$ cat src/rtl/core/utf8d_pkg.sv
package utf8d_pkg;

  // Width of the reported character count, fixed by the result beat.
  localparam int unsigned CharCountWidth = 32;
  localparam int unsigned CodePointWidth = 21;

  // Payload masks for each byte class.
  localparam logic [7:0] AsciiMask = 8'h7F;
  localparam logic [7:0] Lead2Mask = 8'h1F;
  localparam logic [7:0] Lead3Mask = 8'h0F;
  localparam logic [7:0] Lead4Mask = 8'h07;
  localparam logic [7:0] ContMask  = 8'h3F;

  localparam logic [7:0] NulByte     = 8'h00;
  localparam logic [7:0] InvalidBase = 8'hF8;
  localparam logic [7:0] Lead3Base   = 8'hE0;
  localparam logic [7:0] Lead4Base   = 8'hF0;
  localparam logic [1:0] ContTag     = 2'b10;

  typedef enum logic [1:0] {
    VERDICT_BUSY = 2'd0,
    VERDICT_GOOD = 2'd1,
    VERDICT_BAD  = 2'd2
  } verdict_e;

  typedef struct packed {
    logic [7:0] data_byte;
    logic       end_of_string;
  } in_beat_t;

  typedef struct packed {
    logic [CodePointWidth-1:0] code_point;
    logic                      point_ready;
    logic [CharCountWidth-1:0] char_count;
    verdict_e                  verdict;
  } out_beat_t;

  // Decoder state other than the character counter.
  typedef struct packed {
    logic [1:0]                owed_bytes;
    logic [CodePointWidth-1:0] partial_point;
    logic                      stopped;
    verdict_e                  held_verdict;
  } dec_state_t;

  localparam dec_state_t DecStateReset = '{
    owed_bytes:    2'd0,
    partial_point: '0,
    stopped:       1'b0,
    held_verdict:  VERDICT_BUSY
  };

endpackage

$ cat src/rtl/core/utf8d_step.sv
module utf8d_step #(
  parameter int unsigned COUNT_WIDTH = 32
) (
  input  utf8d_pkg::in_beat_t   beat_i,
  input  utf8d_pkg::dec_state_t state_i,
  input  logic [COUNT_WIDTH-1:0] count_i,
  output utf8d_pkg::dec_state_t state_o,
  output logic [COUNT_WIDTH-1:0] count_o,
  output utf8d_pkg::out_beat_t  result_o
);
  import utf8d_pkg::*;

  logic [7:0]               b;
  logic                     is_cont;
  dec_state_t               st;
  logic [COUNT_WIDTH-1:0]   cnt;
  logic [CodePointWidth-1:0] cp;
  logic                     rdy;
  logic [1:0]               owed_dec;
  logic [CharCountWidth-1:0] cnt_rep;

  assign b        = beat_i.data_byte;
  assign is_cont  = (b[7:6] == ContTag);
  assign owed_dec = state_i.owed_bytes - 2'd1;

  always_comb begin
    st  = state_i;
    cnt = count_i;
    cp  = '0;
    rdy = 1'b0;
    if (!state_i.stopped) begin
      if (b == NulByte) begin
        st.held_verdict = (state_i.owed_bytes == 2'd0) ? VERDICT_GOOD : VERDICT_BAD;
        st.stopped      = 1'b1;
      end else if (b >= InvalidBase) begin
        st.held_verdict = VERDICT_BAD;
        st.stopped      = 1'b1;
      end else if (is_cont) begin
        if (state_i.owed_bytes == 2'd0) begin
          st.held_verdict = VERDICT_BAD;
          st.stopped      = 1'b1;
        end else begin
          st.partial_point = {state_i.partial_point[CodePointWidth-7:0], b[5:0] & ContMask[5:0]};
          st.owed_bytes    = owed_dec;
          if (owed_dec == 2'd0) begin
            cp               = st.partial_point;
            rdy              = 1'b1;
            st.partial_point = '0;
          end
        end
      end else if (state_i.owed_bytes != 2'd0) begin
        st.held_verdict = VERDICT_BAD;
        st.stopped      = 1'b1;
      end else begin
        if (count_i != {COUNT_WIDTH{1'b1}}) begin
          cnt = count_i + COUNT_WIDTH'(1);
        end
        if (!b[7]) begin
          cp  = CodePointWidth'(b & AsciiMask);
          rdy = 1'b1;
        end else if (b < Lead3Base) begin
          st.partial_point = CodePointWidth'(b & Lead2Mask);
          st.owed_bytes    = 2'd1;
        end else if (b < Lead4Base) begin
          st.partial_point = CodePointWidth'(b & Lead3Mask);
          st.owed_bytes    = 2'd2;
        end else begin
          st.partial_point = CodePointWidth'(b & Lead4Mask);
          st.owed_bytes    = 2'd3;
        end
      end
    end
  end

  // Count as reported, clamped to the result field.
  generate
    if (COUNT_WIDTH > CharCountWidth) begin : g_clamp
      assign cnt_rep = (|cnt[COUNT_WIDTH-1:CharCountWidth]) ? {CharCountWidth{1'b1}}
                                                            : cnt[CharCountWidth-1:0];
    end else begin : g_extend
      assign cnt_rep = CharCountWidth'(cnt);
    end
  endgenerate

  always_comb begin
    result_o.code_point  = cp;
    result_o.point_ready = rdy;
    result_o.char_count  = cnt_rep;
    result_o.verdict     = VERDICT_BUSY;
    state_o              = st;
    count_o              = cnt;
    if (beat_i.end_of_string) begin
      if (st.stopped) begin
        result_o.verdict = st.held_verdict;
      end else begin
        result_o.verdict = (st.owed_bytes == 2'd0) ? VERDICT_GOOD : VERDICT_BAD;
      end
      state_o = DecStateReset;
      count_o = '0;
    end
  end

endmodule

$ cat src/rtl/core/utf8_stream_decoder.sv
// UTF-8 stream decoder and validator.
// Input channel: in_valid_i / in_ready_o carry one string byte per beat plus
// an end_of_string flag on the last byte of the buffer.
// Output channel: out_valid_o / out_ready_i carry exactly one result beat per
// input beat: the code point when a character completes (point_ready), the
// count of characters started so far, and the verdict, which is nonzero only
// on the end_of_string beat (1 valid, 2 invalid).
// A byte accepted is held in the input register, then decoded and written
// to the result register once that register is free, and is shown on the
// output port from then on. One byte per clock while out_ready_i keeps up;
// the decode logic is one shallow pass between the two registers.
// A stalled receiver holds the result register; one more byte can wait in
// the input register, after which in_ready_o drops until the result leaves.
// Reset empties both registers and clears the decoder state and counter;
// the end_of_string beat clears them the same way after giving its verdict.
module utf8_stream_decoder #(
  parameter int unsigned COUNT_WIDTH = 32
) (
  input  logic                 clk_i,
  input  logic                 rst_ni,
  input  logic                 in_valid_i,
  output logic                 in_ready_o,
  input  utf8d_pkg::in_beat_t  in_beat_i,
  output logic                 out_valid_o,
  input  logic                 out_ready_i,
  output utf8d_pkg::out_beat_t out_beat_o
);
  import utf8d_pkg::*;

  // Input register.
  logic     in_valid_q;
  in_beat_t in_beat_q;
  // Result register.
  logic      out_valid_q;
  out_beat_t out_beat_q;
  // Decoder state.
  dec_state_t             state_q, state_d;
  logic [COUNT_WIDTH-1:0] count_q, count_d;
  out_beat_t              result_d;

  logic out_free;   // result register can take a new beat
  logic advance;    // input register beat moves into the result register

  assign out_free   = !out_valid_q || out_ready_i;
  assign advance    = in_valid_q && out_free;
  assign in_ready_o = !in_valid_q || out_free;

  utf8d_step #(
    .COUNT_WIDTH(COUNT_WIDTH)
  ) u_step (
    .beat_i  (in_beat_q),
    .state_i (state_q),
    .count_i (count_q),
    .state_o (state_d),
    .count_o (count_d),
    .result_o(result_d)
  );

  always_ff @(posedge clk_i or negedge rst_ni) begin
    if (!rst_ni) begin
      in_valid_q  <= 1'b0;
      out_valid_q <= 1'b0;
      state_q     <= DecStateReset;
      count_q     <= '0;
    end else begin
      if (in_ready_o) begin
        in_valid_q <= in_valid_i;
      end
      if (out_free) begin
        out_valid_q <= in_valid_q;
      end
      if (advance) begin
        state_q <= state_d;
        count_q <= count_d;
      end
    end
  end

  // Payload registers, no reset needed.
  always_ff @(posedge clk_i) begin
    if (in_ready_o && in_valid_i) begin
      in_beat_q <= in_beat_i;
    end
    if (advance) begin
      out_beat_q <= result_d;
    end
  end

  assign out_valid_o = out_valid_q;
  assign out_beat_o  = out_beat_q;

  // A shown result never carries a code point without point_ready.
  a_idle_point: assert property (@(posedge clk_i) disable iff (!rst_ni)
    (out_valid_q && !out_beat_q.point_ready) |-> (out_beat_q.code_point == '0))
    else $error("code point nonzero without point_ready");

  // No partial code point is kept while nothing is owed.
  a_partial_clear: assert property (@(posedge clk_i) disable iff (!rst_ni)
    (state_q.owed_bytes == 2'd0) |-> (state_q.partial_point == '0))
    else $error("partial code point left over");

  // The end marker returns the decoder to its reset state.
  a_eos_clears: assert property (@(posedge clk_i) disable iff (!rst_ni)
    (advance && in_beat_q.end_of_string) |=>
      (state_q == DecStateReset && count_q == '0))
    else $error("state not cleared after end of string");

  // An empty input register always takes a beat.
  a_ready_empty: assert property (@(posedge clk_i) disable iff (!rst_ni)
    !in_valid_q |-> in_ready_o)
    else $error("input stalled while empty");

endmodule
$ cat config.mk
export PLATFORM = sky130hd
export DESIGN_NAME = utf8_stream_decoder
export DESIGN_NICKNAME = d
export VERILOG_FILES = /design/src/rtl/core/utf8d_pkg.sv /design/src/rtl/core/utf8d_step.sv /design/src/rtl/core/utf8_stream_decoder.sv
export SDC_FILE = /design/constraint.sdc
export NUM_CORES = 1
export LEC_CHECK = 0
export ABC_AREA = 1
export BUFFER_PORTS_ARGS = -buffer_cell sky130_fd_sc_hd__buf_2
export CORE_ASPECT_RATIO = 1.4
export CORE_MARGIN = 2
export CORE_UTILIZATION = 55
export CTS_CLUSTER_DIAMETER = 40
export DETAILED_ROUTE_END_ITERATION = 12
export PLACE_DENSITY = 0.77
export SETUP_SLACK_MARGIN = 0.05
export SYNTH_ARGS = -nofsm -noshare
export SYNTH_HDL_FRONTEND = slang
export SYNTH_SLANG_ARGS = --single-unit
$ cat constraint.sdc
create_clock -name clk_i -period 3.68 [get_ports clk_i]
set_input_delay 0.368 -clock clk_i [delete_from_list [all_inputs] [get_ports clk_i]]
set_output_delay 0.368 -clock clk_i [all_outputs]
set_load 0.01 [all_outputs]
* Yosys cells after proc, flatten, opt, wreduce, memory -nomap -nowiden *
Cells that the tools add are included.
W data, S select, Z words.

operators by class
  add/subtract/negate cells = 2
  mux-type cells = 35
  reduce and logical (&&, ||, !) cells = 14
  equal/unequal tests = 7
  $lt $le $gt $ge = 3

operators with widths
  kind                     count
  $mux W32                 7
  $mux W23                 6
  $mux W21                 5
  $mux W26                 3
  $add A32 B1 Y32 const B  1
  $ne A32 B32 Y1 const B   1
  $mux W22                 1
  $lt A8 B8 Y1 const B     2
  $mux W3                  4
  $ge A8 B8 Y1 const B     1
  $logic_not A8 Y1         1
  $mux W7                  1
  $reduce_and A7 Y1        1
  $logic_not A2 Y1         3
  $mux W2                  3
  $ne A2 B2 Y1 const B     3
  $mux W1                  5
  $ne A3 B2 Y1 const B     1
  $ne A3 B3 Y1 const B     1
  $reduce_bool A3 Y1       1
  $reduce_or A3 Y1         1
  $eq A2 B2 Y1 const B     1
  $logic_and A1 B1 Y1      2
  $logic_not A1 Y1         2
  3 further kinds          4

storage, ports and cells
  output and inout bits = 58
  logic and storage cells = 74
  bits of input ports = 13
  bits in registers = 119

* Longest topological paths before layout *
Gate-level depths: netlist of run 1.

  depth after elaboration = 12
  depth in mapped cells = 14
  mapped depth without buffers = 13

* Cells and area by module *
From an unflattened synthesis of run 1, not the netlist that was laid out.

unflattened totals
  cell total of the unflattened synthesis = 808
  area, all modules = 6550.0 um2

by module, submodules not included
  module               area an instance (um2)  instances  cells an instance  sequential area each (um2)
  utf8_stream_decoder  4331.7                  1          327                3453.3
  utf8d_step           2218.4                  1          481                0.0

* Worst setup path after synthesis of run 1 *
No wires, ideal clock.

  path type = register to register
  start point = reg out_valid_q, in the netlist out_valid_o
  end point = reg out_beat_q (netlist bit out_beat_o[0]), enable pin
  cell stages (with the launch flop) = 5
  buffers on the path = 1
  period minus slack after synthesis = 2.938 ns
  path slack = 0.742 ns
  arrival = 2.497 ns
  data required time = 3.239 ns
  library setup time = 0.441 ns
  cell sequence = dfrtp_1 > nand2_1 > nand2_1 > inv_1 > clkbuf_1

between the ends
  word-level cells in the longest chain between the ends = 3

ends and longest elaborated chain
  item                    line                       source
  from (decl)             utf8_stream_decoder.sv:34  logic out_valid_q;
  from (signal assigned)  utf8_stream_decoder.sv:70  out_valid_q <= in_valid_q;
  $logic_not A1 Y1        utf8_stream_decoder.sv:44  assign out_free = !out_valid_q || out_ready_i;
  $logic_or A1 B1 Y1      utf8_stream_decoder.sv:44
  $logic_and A1 B1 Y1     utf8_stream_decoder.sv:45  assign advance = in_valid_q && out_free;
  net advance             utf8_stream_decoder.sv:42  logic advance;
  to (signal assigned)    utf8_stream_decoder.sv:85  out_beat_q <= result_d;
  to (decl)               utf8_stream_decoder.sv:35  out_beat_t out_beat_q;

The timed path passes the listed nets, and every way through them passes these cells.
A chain may end at the register's enable or synchronous reset.

* Worst setup path in the final report of run 1 *
  start point = reg in_beat_q[8] in the netlist's numbering
  end point = reg out_beat_q (netlist bit out_beat_o[0]), data pin

between the ends
  word-level cells in the longest chain between the ends = 12
  elaborated cells on any way between the ends = 18
  classes of those cells = order compare (3); eq/ne (1); mux (12); reduce/logical (2)

ends and longest elaborated chain
  item                    line                       source
  from (decl)             utf8_stream_decoder.sv:32  in_beat_t in_beat_q;
  from (signal assigned)  utf8_stream_decoder.sv:82  in_beat_q <= in_beat_i;
  $lt A8 B8 Y1            utf8d_step.sv:64           end else if (b < Lead4Base) begin
  $mux W22                utf8d_step.sv:64
  $mux W23                utf8d_step.sv:61           end else if (b < Lead3Base) begin
  $mux W23                utf8d_step.sv:58           if (!b[7]) begin
  $mux W23                utf8d_step.sv:51           end else if (state_i.owed_bytes != 2'd0) begin
  $mux W26                utf8d_step.sv:38           end else if (is_cont) begin
  $mux W23                utf8d_step.sv:35           end else if (b >= InvalidBase) begin
  $mux W23                utf8d_step.sv:32           if (b == NulByte) begin
  $mux W26 *              utf8d_step.sv:31           if (!state_i.stopped) begin
  $logic_not A2 Y1        utf8d_step.sv:96           result_o.verdict = (st.owed_bytes == 2'd0) ? VERDICT_GOOD : VERDICT_BAD;
  $mux W2                 utf8d_step.sv:96
  $mux W2 *               utf8d_step.sv:93           if (st.stopped) begin

Every way passes the cells marked *; elsewhere a longest branch is shown, timed or not. The select of a mux whose other input is x is not followed.

==> results of run 1 <==
-- layout make-up --
| cell class | count | area share [%] |
|---|---|---|
| Tap cell | 135 | 2.51 |
| Multi-Input combinational cell | 396 | 28.2 |
| Sequential cell | 119 | 49.1 |
| Inverter | 80 | 4.46 |
| Timing Repair Buffer | 75 | 5.95 |
| Clock buffer | 18 | 6.52 |
| Clock inverter | 14 | 3.29 |
-- per-stage QoR --
| stage | setup slack [ps] | util (%) | cells | power [mW] | hold slack, ps |
|---|---|---|---|---|---|
| floorplan | 742 | - | 606 | 2.04 | 72.4 |
| global placement | 1560 | 61.3 | 805 | 2.22 | 464 |
| detailed placement | 1510 | 61.3 | 805 | 2.24 | 474 |
| CTS | 1490 | 68.0 | 837 | 4.08 | 116 |
| global route | 1270 | 68.0 | 837 | 4.21 | 118 |
| finish | 1510 | 68.0 | 837 | 4.06 | 73.3 |
-- sequential cells by signal, indices dropped and copies added, names as in the netlist --
name	count
state_q	20
out_beat_o	56
in_valid_q	1
count_q	32
out_valid_o	1
in_beat_q	9
-- metal layers --
layer | wire (um) | vias to the layer above
li1 | - | 2154
met1 | 4880 | 2125
met2 | 6980 | 171
met3 | 653 | 51
met4 | 687 | 0
met5 | 0 | -
-- cell usage after synthesis, types with 2 or more instances --
cell type / count / area, sq um
a21oi_1: 5 / 25.0
and2_1: 7 / 43.8
buf_2: 4 / 20.0
buf_6: 2 / 22.5
clkbuf_1: 5 / 18.8
dfrtp_1: 54 / 1350
edfxtp_1: 65 / 1950
inv_1: 75 / 282
inv_2: 5 / 18.8
nand2_1: 172 / 646
nand2_2: 6 / 37.5
nand3_1: 44 / 220
nand3b_1: 3 / 22.5
nand4_1: 13 / 81.3
nor2_1: 57 / 214
nor2_2: 6 / 37.5
nor2_4: 4 / 45.0
nor3_1: 10 / 50.1
nor4_1: 4 / 25.0
o21ai_0: 27 / 135
o21ai_1: 6 / 30.0
o22ai_1: 13 / 81.3
xnor2_1: 3 / 26.3
xor2_1: 3 / 26.3
xor2_2: 2 / 32.5
-- final timing paths --
kind                              start       endpoint  slack, ps
setup / recovery           in_beat_q[8]  out_beat_o[0]       1510
hold reg to reg              state_q[0]     state_q[0]        490
setup reg to reg           in_beat_q[8]  out_beat_o[0]       1510
min in group clk_i         in_beat_i[3]   in_beat_q[3]        130
max in group asynchronous        rst_ni    count_q[11]       3080
hold / removal                   rst_ni     state_q[4]         70
-- power by group through the flow --
| stage | combinational (mW) | sequential [mW] | clock, mW |
|---|---|---|---|
| after global placement | 0.578 | 1.65 | 0 |
| after global routing | 0.657 | 1.64 | 1.91 |
| after detailed placement | 0.593 | 1.65 | 0 |
| after CTS | 0.596 | 1.62 | 1.86 |
| after floorplan | 0.347 | 1.70 | 0 |
| final | 0.594 | 1.62 | 1.84 |
-- worst register-to-register path, stage by stage, from the launching register on --
cell and delay, ps:
edfxtp_1 460, nand2_1 100, nor2_1 60, nand2_2 120, nand2_1 130, nor2_2 230
inv_2 80, nor2_4 120, nand3_2 290, nand2_2 170, inv_2 80, a21oi_1 170
-- cell families (layout without fill, tap and decap cells) --
kind of cell	count (synthesis)	after routing	synth area share [%]
AND/OR/NAND/NOR	332	332	26.9
flip-flops	119	119	59.4
buffers and inverters	91	187	6.50
AO/OA/AOI/OAI	55	55	5.42
XOR/XNOR	8	8	1.53
adder cells (fa/ha/maj)	1	1	0.225
==> summary.md, run 1 <==
| Metric | Value |
|---|---|
| Synth Instances | `606` |
| FF-to-FF path depth | `11` |
| Sequential area share after synthesis | `59.4%` |
| Placed cell areas | `6070 sq um` |
| Global-route wire length before repair | `21300 um` |
| CP max stage cell | `edfxtp_1` |
| Antenna Cells | `0` |
| Initial antenna violation count | `0` |
| P_sw | `1.09 mW` |
| Max_cap viols | `0` |
| Internal Pwr Total | `2.97 mW` |
| Sequential Power Share | `40.0%` |
| CTS root buffer | `clkbuf_16` |
| Grt met2 use | `a little under half` |
| Final Max Tran Viols | `0` |
| Ys Warns | `0` |
| Row count | `43` |
| Fraction of layout cells with a size suffix above 1 | `roughly a fifth` |
| Clock power frac | `45.3%` |
| P per Cell Area | `approximately 600 nW/um^2` |
| Worst ir drop on vdd | `0.357 mV` |
| First DRT Iteration DRCs | `234` |
| Endpoints failing setup | `0` |
| Mapped Area | `5560 sq um` |
| M3 GR Usage | `6.74%` |
| Grt ovf | `0` |
| Final WL | `13200 um` |
| Crit end category | `flip-flop` |
| Die height | `123 um` |
| Clock skew | `7.47 ps` |
| Post-route ant nets | `0` |
| Critical-path maximum fanout | `16` |
| CP Depth | `11` |
| Max H-tree Level | `4` |
| Hold Vio Cnt, Final | `0` |
| # clock sinks | `119` |
| Multi-input logic area | `1900 sq um` |
| Port buffer count | `70` |
| Residual DRC | `0` |
| GRT Total Usage | `26.1%` |
| Leak Pwr | `2.97 nW` |
| Later-pin clock latency in the skew report | `between 400 and 500 ps` |
| Tmin final | `about 2200 ps` |
| Syn Nets | `620` |
| Asr flop ratio synth | `approximately 45%` |
| Vias per cell | `5.38` |
| Logic gate share of total power | `14.6%` |
| Worst-path clk slew | `approximately 60 ps` |
| Boundary Pins | `71` |
| Switch share | `26.9%` |
| Layout Nets | `703` |
| Initial Util | `56.2%` |
| Yosys reg bits | `119` |
| Vias in the first global route | `4494` |
| Final Wtd Congestion | `approximately 1.0` |
| WP data arrival | `2430 ps` |
| Outcome | `finished clean` |
| Slew @ Worst Pin | `741 ps` |
| Min-delay worst type | `primary input to async pin` |
| Most Used Layer, Global Route | `met2` |
| DP Wirelength | `around 9100 um` |
| Worst setup SP type | `flip-flop` |
| Num CTS Buffers | `17` |
| Crit path max-delay family | `simple AND/OR/NAND/NOR gates` |
| Unrepaired setup endpoints after global routing | `false` |
| Fin crit share | `59.0%` |
| Critical path buffers and inverters | `2` |
| Required time of the worst setup path | `3940 ps` |
| Drt pass-1 iters | `5` |
| Die W | `89.0 um` |
| Most frequent cells in the layout | `172 x nand2_1, 74 x inv_1, 70 x buf_2` |
| Avg Inst Size Synth | `9.18 sq um` |
| Routed len/inst | `around 16 um` |
| Hold buffers post-CTS | `0` |
| Full die area | `10900 sq um` |
| CP max stage delay | `approximately 460 ps` |
| F_max | `0.460 GHz` |
| Netlist cell types | `36` |
| Area growth from synthesis to layout | `21.1%` |
| Crit path kind | `flip-flop to flip-flop` |
| Number of synthesized flops with an enable pin | `65` |
| Final TNS setup | `0 ps` |
| Vias | `4501` |
| Largest net degree at the start of global routing | `55` |
| Main synth FF type | `edfxtp_1` |
| Clock tree buffer depth | `2` |
| Setup Buffers After CTS | `0` |
| Fill count | `just over 800` |
| Crit path cell chain | `nand2_1 > nor2_1 > nand2_2 > nand2_1 > nor2_2 > inv_2 > nor2_4 > nand3_2 > nand2_2 > inv_2 > a21oi_1` |
| Post-CTS sizing | `0` |
| Core area | `roughly 9900 sq um` |
| Final Cell Area | `6730 sq um` |
| CTS tree | `yes` |
| Most common cell after layout, fill and taps aside | `nand2_1` |
| Met1 Use GR | `28.0%` |
| Rel. slew slack | `50.6%` |
| Register area | `3300 sq um` |
(Power assumes the default switching activity.)
==> run 2: changes to the inputs <==
--- a/config.mk
+++ b/config.mk
@@ -9,7 +9,7 @@
 export BUFFER_PORTS_ARGS = -buffer_cell sky130_fd_sc_hd__buf_2
 export CORE_ASPECT_RATIO = 1.4
 export CORE_MARGIN = 2
-export CORE_UTILIZATION = 55
+export CORE_UTILIZATION = 52
 export CTS_CLUSTER_DIAMETER = 40
 export DETAILED_ROUTE_END_ITERATION = 12
 export PLACE_DENSITY = 0.77
==> constraint.sdc (replaced) <==
create_clock -name clk_i -period 1.81 [get_ports clk_i]
set_input_delay 0.181 -clock clk_i [delete_from_list [all_inputs] [get_ports clk_i]]
set_output_delay 0.181 -clock clk_i [all_outputs]
set_load 0.01 [all_outputs]
==> run 2 against run 1 <==
The run now ends with negative setup slack left. Total power up 130%. Largest cell class unchanged. Clock power up 97%. Hold slack better by 41 ps. Fmax up 5.7%. Sequential power up 110%. Global-route usage up 2.5 points. First-iteration DRC count up 62%. Utilization up 14 points. Largest power group unchanged. Cell area up 26%.
==> summary.md, run 2 (synthesis results as in run 1) <==
| Metric | Value |
|---|---|
| F_max | `0.486 GHz (+5.7%)` |
| Later-pin clock latency in the skew report | `420 ps (about the same)` |
| Residual DRC | `0 (unchanged)` |
| Hold Path Depth | `4` |
| CP max stage cell | `dfrtp_1` |
| P per Cell Area | `1090 nW/um^2 (+80%)` |
| Logic gate share of total power | `24.7% (+10 points)` |
| Slew @ Worst Pin | `456 ps (-285 ps)` |
| Final Cell Area | `8500 sq um (+26%)` |
| Rel. slew slack | `69.3% (+19 points)` |
| Initial Util | `53.4% (-2.7 points)` |
| Worst setup SP type | `flip-flop` |
| Crit path kind | `flip-flop to flip-flop` |
| P_sw | `2.72 mW (+150%)` |
| Vias | `5454 (+21%)` |
| Vias in the first global route | `5240 (+17%)` |
| Num CTS Buffers | `17 (unchanged)` |
| Internal Pwr Total | `6.51 mW (+120%)` |
| Leak Pwr | `3.73 nW (+25%)` |
| Post-route ant nets | `0 (unchanged)` |
| Fraction of layout cells with a size suffix above 1 | `45.1% (+25 points)` |
| CTS tree | `yes` |
| Failing checks | `negative setup slack` |
| # clock sinks | `119 (unchanged)` |
| Worst hold slack | `115 ps (+41.3 ps)` |
| Final Max Tran Viols | `0 (unchanged)` |
| Switch share | `29.5% (+2.6 points)` |
| Hold Vio Cnt, Final | `0 (unchanged)` |
| Most common cell after layout, fill and taps aside | `nand2_1` |
| Vias per cell | `5.67 (+5.4%)` |
| Critical-path maximum fanout | `13 (-3)` |
| Crit path cell chain | `ha_4 > inv_4 > nor2_4 > nand2_4 > nor2_4 > nand3_4 > nand2_8 > inv_8 > nand2_1 > nand2_1 > and2_1` |
| Worst ir drop on vdd | `0.795 mV (+120%)` |
| Min-delay worst type | `primary input to flip-flop` |
| Die W | `91.4 um (+2.7%)` |
| Port buffer count | `70 (unchanged)` |
| Placed cell areas | `6710 sq um (+10%)` |
| Row count | `44 (+2.3%)` |
| CP max stage delay | `460 ps (about the same)` |
| Slack of the critical path | `-246 ps (-1750 ps)` |
| Clock tree buffer depth | `2 (unchanged)` |
| Max reg flops | `56 (unchanged)` |
| Worst-path clk slew | `50 ps (about the same)` |
| Most frequent cells in the layout | `143 x nand2_1, 89 x buf_4, 70 x buf_2` |
| Max_cap viols | `0 (unchanged)` |
| Fill count | `560 (-31%)` |
| Crit end category | `flip-flop` |
| Global-route wire length before repair | `25400 um (+20%)` |
| Layout Nets | `825 (+17%)` |
| Fin crit share | `114% (+55 points)` |
| Max H-tree Level | `4 (unchanged)` |
| FF-to-FF path depth | `11 (unchanged)` |
| Utilization after layout | `81.6% (+14 points)` |
| First DRT Iteration DRCs | `378 (+62%)` |
| Grt ovf | `0 (unchanged)` |
| Antenna Cells | `0 (unchanged)` |
| Tot Pwr | `9.24 mW (+130%)` |
| Die height | `126 um (+2.7%)` |
| Required time of the worst setup path | `1980 ps (-1960 ps)` |
| Core area | `10400 sq um (+5.1%)` |
| Initial antenna violation count | `0 (unchanged)` |
| Sequential Power Share | `36.0% (-4.0 points)` |
| Tmin final | `2060 ps (-116 ps)` |
| Boundary Pins | `71 (unchanged)` |
| Full die area | `11500 sq um (+5.5%)` |
| Largest net degree at the start of global routing | `58 (+5.5%)` |
| Unrepaired setup endpoints after global routing | `true` |
| Final Wtd Congestion | `0.921 (-7.6%)` |
| GRT Total Usage | `28.7% (+2.5 points)` |
| Area growth from synthesis to layout | `52.8%` |
| Clock power frac | `39.3% (-6.0 points)` |
| DP Wirelength | `10300 um (+13%)` |
| Outcome | `finished, violations left` |
| Clock skew | `8.45 ps (+0.973 ps)` |
| Final WL | `18800 um (+43%)` |
| WP data arrival | `2220 ps (-210 ps)` |
| CTS root buffer | `clkbuf_16` |
| Endpoints failing setup | `95 (+95)` |
| Drt pass-1 iters | `8 (+3)` |
| Routed len/inst | `19.6 um (+24%)` |
run 2: power by group through the flow:
| stage | sequential, mW | combinational (mW) | clock, mW |
|---|---|---|---|
| CTS | 3.30 | 1.84 | 3.61 |
| detailed placement | 3.33 | 1.47 | 0 |
| global placement | 3.32 | 1.44 | 0 |
| floorplan | 3.44 | 0.713 | 0 |
| finish | 3.33 | 2.28 | 3.63 |
| global route | 3.34 | 2.40 | 3.79 |
run 2: layout make-up:
cell class / count / area (sq um) / share of cell area [%]
clock buffer: 23 / 488 / 5.74
clock inverter: 9 / 146 / 1.72
inverter: 80 / 325 / 3.83
multi-input combinational: 398 / 2590 / 30.5
sequential: 119 / 3310 / 38.9
tap: 138 / 173 / 2.03
timing repair buffer: 195 / 1470 / 17.3
run 2: what timing repair did:
item | CTS | global route
setup buffers | 16 | 14
endpoints found under the setup margin | 95 | 104
resized for setup | 95 | 123
hold buffers | 11 | 0
pin swaps | 23 | 35
hold endpoints to repair | 64 | 0
cloned | 3 | 1
run 2: path summary, 6_finish.rpt:
check | start | endpoint | slack, ps
min in group asynchronous | rst_ni | count_q[22] | 300
max reg2reg | count_q[0] | out_beat_o[22] | -250
max | count_q[0] | out_beat_o[22] | -250
min | out_ready_i | in_valid_q | 110
min reg2reg | state_q[9] | state_q[15] | 550
max in group asynchronous | rst_ni | count_q[1] | 1230
run 2: critical path: cells and delay by family (launching register included):
kind | cells | cell delay [ps]
adders and majority gates | 1 | 210
and+or+nand+nor | 8 | 1010
buffers and inverters | 2 | 120
DFF | 1 | 460
run 2: through the flow:
step / cells / worst slack [ps] / TNS, ps
after global routing: 962 / -319 / -16850
after global placement: 890 / -125 / -1380
final: 962 / -246 / -8800
after CTS: 951 / -108 / -2140
after floorplan: 606 / 51.1 / 0
after detailed placement: 890 / -156 / -3780
run 2: metal layers:
metal	GRT usage [%]	vias up	part of all wire, %
met2	53.2	300	54
met3	4.87	110	5.2
met1	30.3	2643	34
met5	0	-	0
met4	16.1	0	6.5
li1	-	2401	-
